### src/rtl/core/assert_macros.svh
// Assertion macros shared by the RTL of the 1-wire search engine.
// Depends on nothing; include by bare file name.
`ifndef ASSERT_MACROS_SVH
`define ASSERT_MACROS_SVH
`ifndef SYNTHESIS
// clocked check, held off while reset is high
`define OWSE_ASSERT(label, clk, rst, prop, msg) \
  label: assert property (@(posedge clk) disable iff (rst) prop) else $error(msg);
// clocked check that also runs through reset
`define OWSE_ASSERT_ALWAYS(label, clk, prop, msg) \
  label: assert property (@(posedge clk) prop) else $error(msg);
`else
`define OWSE_ASSERT(label, clk, rst, prop, msg)
`define OWSE_ASSERT_ALWAYS(label, clk, prop, msg)
`endif
`endif

### src/rtl/core/owse_pkg.sv
// Types and constants of the 1-wire search ROM engine.
// No dependencies; used by onewire_rom_search_engine_core.
`default_nettype none

package owse_pkg;

  localparam int unsigned ID_BITS     = 64;
  localparam int unsigned IN_TDATA_W  = 16;
  localparam int unsigned OUT_TDATA_W = 80;

  // first position past the end of the ID
  localparam logic [6:0] POS_END      = 7'd65;
  // positions below this lie in the family byte
  localparam logic [6:0] POS_FAMILY   = 7'd9;
  localparam logic [6:0] POS_FIRST    = 7'd1;
  // seeded last discrepancy for a targeted search
  localparam logic [6:0] TARGET_DISC  = 7'd64;

  typedef enum logic [1:0] {
    FUNC_START  = 2'd0,
    FUNC_PAIR   = 2'd1,
    FUNC_RESET  = 2'd2,
    FUNC_TARGET = 2'd3
  } func_t;

  // input tdata, lowest bit first from the bottom
  typedef struct packed {
    logic [7:0] family_code;
    logic       comp_bit;
    logic       id_bit;
    logic       presence;
  } in_item_t;

  // result item, lowest bit first from the bottom
  typedef struct packed {
    logic [3:0]  family_discrepancy;
    logic [63:0] device_id;
    logic        last_device;
    logic        found;
    logic        pass_done;
    logic        write_bit;
    logic        write_valid;
  } result_t;

endpackage

`default_nettype wire

### src/rtl/core/onewire_rom_search_engine_core.sv
// 1-wire search ROM engine: bit-level decisions of the ROM enumeration.
// Depends on owse_pkg and assert_macros.svh.
//
// Usage: each input item (tuser = function) yields exactly one result item.
// An item is decided by logic on the registered search state; its result is
// registered, into the skid register if the result register is full and not
// taken. One item can be taken every cycle while s_tready is high. A two-entry
// output stage (result register plus skid register) keeps the slave side open
// while one result waits, so s_tready drops only when both entries are full.
// Bus timing and the command bytes are handled outside: for a bit pair with write_valid
// set, write_bit is the direction to drive. After reset the search state is clear and the ID zero.
`default_nettype none
`include "assert_macros.svh"

module onewire_rom_search_engine_core (
  input  wire logic                             clk,
  input  wire logic                             rst,
  input  wire logic                             s_tvalid,
  output logic                                  s_tready,
  // [0] presence, [1] id_bit, [2] comp_bit, [10:3] family_code, rest zero
  input  wire logic [owse_pkg::IN_TDATA_W-1:0]  s_tdata,
  // [1:0] func
  input  wire logic [1:0]                       s_tuser,
  output logic                                  m_tvalid,
  input  wire logic                             m_tready,
  // [0] write_valid, [1] write_bit, [2] pass_done, [3] found,
  // [4] last_device, [68:5] device_id, [72:69] family_discrepancy, rest zero
  output logic [owse_pkg::OUT_TDATA_W-1:0]      m_tdata
);

  owse_pkg::in_item_t in_item;
  owse_pkg::func_t    func;
  owse_pkg::result_t  res;
  owse_pkg::result_t  out_reg;
  owse_pkg::result_t  skid_reg;
  logic               out_valid;
  logic               skid_valid;
  logic               acc;
  logic               take;

  // search state
  logic [63:0] id_register, id_register_next;
  logic [6:0]  last_discrepancy, last_discrepancy_next;
  logic [3:0]  last_family_disc, last_family_disc_next;
  logic        last_device_seen, last_device_seen_next;
  logic [6:0]  bit_position, bit_position_next;
  logic [6:0]  last_zero_pos, last_zero_pos_next;
  logic        pass_active, pass_active_next;

  logic wv, wb, done, found;

  assign in_item  = owse_pkg::in_item_t'(s_tdata[10:0]);
  assign func     = owse_pkg::func_t'(s_tuser);
  assign s_tready = !skid_valid;
  assign acc      = s_tvalid && s_tready;
  assign take     = m_tvalid && m_tready;
  assign m_tvalid = out_valid;
  assign m_tdata  = {7'b0, out_reg};

  always_comb begin
    logic [6:0] pos;
    logic [5:0] sh;
    logic       dir;
    id_register_next      = id_register;
    last_discrepancy_next = last_discrepancy;
    last_family_disc_next = last_family_disc;
    last_device_seen_next = last_device_seen;
    bit_position_next     = bit_position;
    last_zero_pos_next    = last_zero_pos;
    pass_active_next      = pass_active;
    wv    = 1'b0;
    wb    = 1'b0;
    done  = 1'b0;
    found = 1'b0;
    dir   = 1'b0;
    pos   = bit_position;
    sh    = 6'(bit_position - 7'd1);
    case (func)
      owse_pkg::FUNC_START: begin
        if (last_device_seen || !in_item.presence) begin
          pass_active_next      = 1'b0;
          done                  = 1'b1;
          last_discrepancy_next = '0;
          last_family_disc_next = '0;
          last_device_seen_next = 1'b0;
        end else begin
          pass_active_next   = 1'b1;
          bit_position_next  = owse_pkg::POS_FIRST;
          last_zero_pos_next = '0;
        end
      end
      owse_pkg::FUNC_PAIR: begin
        if (pass_active) begin
          if (in_item.id_bit && in_item.comp_bit) begin
            // no device answered this bit
            pass_active_next      = 1'b0;
            done                  = 1'b1;
            last_discrepancy_next = '0;
            last_family_disc_next = '0;
            last_device_seen_next = 1'b0;
          end else begin
            if (in_item.id_bit != in_item.comp_bit) begin
              dir = in_item.id_bit;
            end else begin
              // discrepancy: follow previous path, take 1 at the last fork
              if (pos < last_discrepancy) dir = id_register[sh];
              else                        dir = (pos == last_discrepancy);
              if (!dir) begin
                last_zero_pos_next = pos;
                if (pos < owse_pkg::POS_FAMILY) last_family_disc_next = pos[3:0];
              end
            end
            id_register_next[sh] = dir;
            wv                = 1'b1;
            wb                = dir;
            bit_position_next = pos + 7'd1;
            if (bit_position_next >= owse_pkg::POS_END) begin
              pass_active_next      = 1'b0;
              done                  = 1'b1;
              last_discrepancy_next = last_zero_pos_next;
              if (last_zero_pos_next == '0) last_device_seen_next = 1'b1;
              found = 1'b1;
              if (id_register_next[7:0] == 8'd0) begin
                // zero family byte is not a valid device
                last_discrepancy_next = '0;
                last_family_disc_next = '0;
                last_device_seen_next = 1'b0;
                found                 = 1'b0;
              end
            end
          end
        end
      end
      owse_pkg::FUNC_RESET: begin
        pass_active_next      = 1'b0;
        last_discrepancy_next = '0;
        last_family_disc_next = '0;
        last_device_seen_next = 1'b0;
        id_register_next      = '0;
      end
      owse_pkg::FUNC_TARGET: begin
        pass_active_next      = 1'b0;
        id_register_next      = {56'b0, in_item.family_code};
        last_discrepancy_next = owse_pkg::TARGET_DISC;
        last_family_disc_next = '0;
        last_device_seen_next = 1'b0;
      end
      default: begin
      end
    endcase
  end

  always_comb begin
    res.write_valid        = wv;
    res.write_bit          = wb;
    res.pass_done          = done;
    res.found              = found;
    res.last_device        = last_device_seen_next;
    res.device_id          = id_register_next;
    res.family_discrepancy = last_family_disc_next;
  end

  always_ff @(posedge clk) begin
    if (rst) begin
      id_register      <= '0;
      last_discrepancy <= '0;
      last_family_disc <= '0;
      last_device_seen <= 1'b0;
      bit_position     <= owse_pkg::POS_FIRST;
      last_zero_pos    <= '0;
      pass_active      <= 1'b0;
    end else if (acc) begin
      id_register      <= id_register_next;
      last_discrepancy <= last_discrepancy_next;
      last_family_disc <= last_family_disc_next;
      last_device_seen <= last_device_seen_next;
      bit_position     <= bit_position_next;
      last_zero_pos    <= last_zero_pos_next;
      pass_active      <= pass_active_next;
    end
  end

  // output register with skid entry behind it
  always_ff @(posedge clk) begin
    if (rst) begin
      out_valid  <= 1'b0;
      skid_valid <= 1'b0;
    end else if (take) begin
      if (skid_valid) begin
        out_valid  <= 1'b1;
        skid_valid <= 1'b0;
      end else begin
        out_valid <= acc;
      end
    end else if (acc) begin
      if (!out_valid) out_valid  <= 1'b1;
      else            skid_valid <= 1'b1;
    end
  end

  always_ff @(posedge clk) begin
    if (take) begin
      if (skid_valid) out_reg <= skid_reg;
      else            out_reg <= res;
    end else if (acc) begin
      if (!out_valid) out_reg  <= res;
      else            skid_reg <= res;
    end
  end

  `OWSE_ASSERT(a_skid_behind_out, clk, rst, skid_valid |-> out_valid, "skid full with output empty")
  `OWSE_ASSERT(a_skid_blocks_input, clk, rst, skid_valid |-> !s_tready, "input open with skid full")
  `OWSE_ASSERT(a_pos_in_pass, clk, rst, pass_active |-> (bit_position >= 7'd1 && bit_position <= 7'd64), "bit position out of range in pass")
  `OWSE_ASSERT(a_reset_search, clk, rst, (acc && func == owse_pkg::FUNC_RESET) |=> (id_register == '0 && !pass_active && last_discrepancy == '0), "reset search left state")

endmodule

`default_nettype wire
### config.mk
export PLATFORM = sky130hd
export DESIGN_NAME = onewire_rom_search_engine_core
export DESIGN_NICKNAME = d
export VERILOG_FILES = /design/src/rtl/core/owse_pkg.sv /design/src/rtl/core/onewire_rom_search_engine_core.sv
export VERILOG_INCLUDE_DIRS = /design/src /design/src/rtl/core
export SDC_FILE = /design/constraint.sdc
export NUM_CORES = 1
export LEC_CHECK = 0
export ABC_AREA = 1
export CAP_MARGIN = 20
export CORE_MARGIN = 2
export CORE_UTILIZATION = 40
export DETAILED_ROUTE_END_ITERATION = 8
export DONT_BUFFER_PORTS = 1
export PLACE_DENSITY = 0.55
export SLEW_MARGIN = 10
export SYNTH_ARGS = -nofsm -noshare
export SYNTH_HDL_FRONTEND = slang
export SYNTH_SLANG_ARGS = --single-unit
### constraint.sdc
create_clock -name clk -period 7.62 [get_ports clk]
set_input_delay 0.381 -clock clk [delete_from_list [all_inputs] [get_ports clk]]
set_output_delay 0.381 -clock clk [all_outputs]
set_load 0.01 [all_outputs]
==> metrics.txt <==
Final Hold Vio Count 0; sequential power share just under 50%; clock latency on the worst-skew pair 0.55 ns; Commonest cells post-synth 441 x nand2_1, 205 x o21ai_0, 201 x inv_1; gr usage total roughly a fifth; Post-synth ARST share 0%; Ys Warns 0; vias in the first global route 9750; top cells by area, synth edfxtp_1 36%, dfxtp_1 15%, nand2_1 13%, o21ai_0 8.3%, nand3_1 6.1%; startpoint types flip-flop; CP max stage delay 0.84 ns; leakage roughly 0.0056 uW; Post-DRT Antenna Nets 0; Worst Path Required ~8 ns; max-cap violations 0; internal power between 2000 and 2500 uW; Max H-tree Level 1; CP delay by family, top simple AND/OR/NAND/NOR gates; DRC 0; clock network fraction of total power slightly below 40%; Max Fclk between 200 and 250 MHz; Layout Utilization 44.3%; top-count cell post-synth nand2_1; 1st-iter DRT viols between 800 and 900; Post-DP HPWL between 20 and 25 mm; Final setup viols 0; Max Clock Skew 0.0203 ns; Hold WS between 0.02 and 0.025 ns; RSZ-0062 raised after global routing false; WL final ~34 mm; PortBufs 0; Setup crit end kind flip-flop; Cell Rows 64; Netlist cell types 41; area grow syn2layout 9.55%; CTS tree yes; Slew Limit Fails 0; grt ovf 0; CTS buffer count 28; global placement routability congestion 0.868; Sw Pwr 875 uW; fin crit period 4.34 ns; Vias roughly 10k; layout net count between 1.5k and 2k; outcome finished clean; core region area 30500 um2; critical-path maximum fanout 24; number of synthesized flops with an enable pin roughly 150; Wirelength per Cell around 17 um; Worst Path Arrival 4.75 ns; Max Root-Sink Buffers 3; clock slew at reported path FFs 0.06 ns; Final WS setup 3.28 ns; worst vdd ir between 0.15 and 0.2 mV; total negative slack 0 ns; pin count of the biggest net entering global routing 116; Synth Flop Type edfxtp_1; # diodes 0; post-place setup slack between 3 and 4 ns; CP max-delay cell nor2_1; Pwr Total between 3000 and 4000 uW; Root Buffer clkbuf_16; clock sinks 239; cell taking the most area after synthesis edfxtp_1; fraction of layout instances using a drive strength above 1 ~6.1%; switching fraction of total power roughly 28%; first-pass GRT wire length 54.3 mm; period utilisation layout a little under three fifths; die outline height approximately 180 um; critical path class reg -> reg; Worst Path Buf+Inv 5; via/cell ratio approximately 5.2; area share of the largest cell type after synthesis 35.5%; CP cell instances inv_2 -> ha_1 -> nand2_1 -> nand2_1 -> inv_2 -> nor2_1 -> inv_1 -> nor2_1 -> inv_1 -> nor2_1 -> inv_1 -> o21ai_0 -> nand3_1 -> o21ai_0 -> nand2_1 -> nand2_1; syn_area_per_cell between 7 and 8 um2; Top cell by count, worst path nand2_1; die width between 150 and 200 um; Syn Std Cell Area roughly 12000 um2; Slew @ Worst Pin between 1 and 1.5 ns; Max transition margin 19.0%; Resized cells post-CTS 0; Initial Util between 40% and 50%; power density cells ~230 nW/um2; Mapped Cells around 1.6k; Hold Crit Class in -> reg; combinational fraction of design power 12.6%; initial antenna violation count 0; Synth Register Bits around 240; Die Footprint around 32000 um2; register area share after synthesis between 50% and 60%; TritonRoute pass-1 iters 7; number of placed I/O pins roughly 100
## worst paths after layout
path / slack (ns) / to / cells after the start / from
worst max register to register: 3.28 / m_tdata[62] / 16 / bit_position[0]
worst min-delay path: 0.02 / id_register[22] / 3 / rst
worst max-delay path: 3.28 / m_tdata[62] / 16 / bit_position[0]
worst min register to register: 0.47 / last_discrepancy[5] / 2 / last_discrepancy[5]
## through the flow
step                instances  instance area, um2
finish                   1975               13500
global route             1975               13500
CTS                      1974               13500
detailed placement       1916               12600
global placement         1916               12600
floorplan                1595               12400
## routing by layer
layer	global-route usage (%)	share of wire, %
met2	33.3	45
met4	7.74	3.8
met5	0	0
met1	28.3	45
met3	3.95	6.4
## cells by family (layout without fill, tap and decap cells)
group,Yosys count,in the layout,share of synthesized area (%)
and+or+nand+nor,693,693,23.5
xor gates and xnor gates,6,6,0.426
buffers and inverters,298,282,9.83
adders and majority gates,11,11,1.11
AOI/OAI and AO/OA,341,341,14.5
other,1,7,0.0304
DFF,239,239,50.6
## cell type report
cell class	count	area (um2)
clock buffers	40	767
clock inverters	12	75.1
fillers	3031	17000
inverters	212	796
multi-input cells	1058	4950
flip-flops and latches	239	6250
well taps	396	495
repair buffers	18	198
## worst reg2reg max path, delay by kind of cell (launching register included)
family,cells,cell delay [ns]
buffers and inverters,5,1.29
AOI/OAI and AO/OA,2,0.58
DFF,1,0.32
adders and majority gates,1,0.28
and+or+nand+nor,8,1.76
## layout by cell type, fill, tap and decap left out, types with 4 or more instances in the layout
cell type | synthesis | final
a21oi_1 | 90 | 90
a21oi_2 | 5 | 5
a32oi_1 | 6 | 6
buf_4 | 11 | 11
clkbuf_1 | 49 | 11
clkbuf_16 | 0 | 29
clkinv_1 | 1 | 6
conb_1 | 1 | 7
dfxtp_1 | 93 | 92
dlygate4sd3_1 | 0 | 4
edfxtp_1 | 146 | 146
ha_1 | 11 | 11
inv_1 | 201 | 201
inv_2 | 10 | 10
nand2_1 | 441 | 440
nand3_1 | 151 | 151
nor2_1 | 71 | 69
nor2_2 | 11 | 11
o21ai_0 | 205 | 204
o21ai_1 | 21 | 21
o21ai_2 | 4 | 4
xor2_1 | 6 | 6
## power groups by stage
stage	clock [uW]	sequential, uW	combinational, uW
4_1_cts	1260	1520	396
5_1_grt	1310	1520	454
3_3_place_gp	0	1540	376
3_5_place_dp	0	1540	381
2_1_floorplan	0	1540	300
6_report	1230	1520	397
## what timing repair did
item,CTS,global route
hold buffers,6,0
hold endpoints to repair,50,0
endpoints found under the setup margin,0,0
setup buffers,0,0
(Power assumes the default switching activity.)
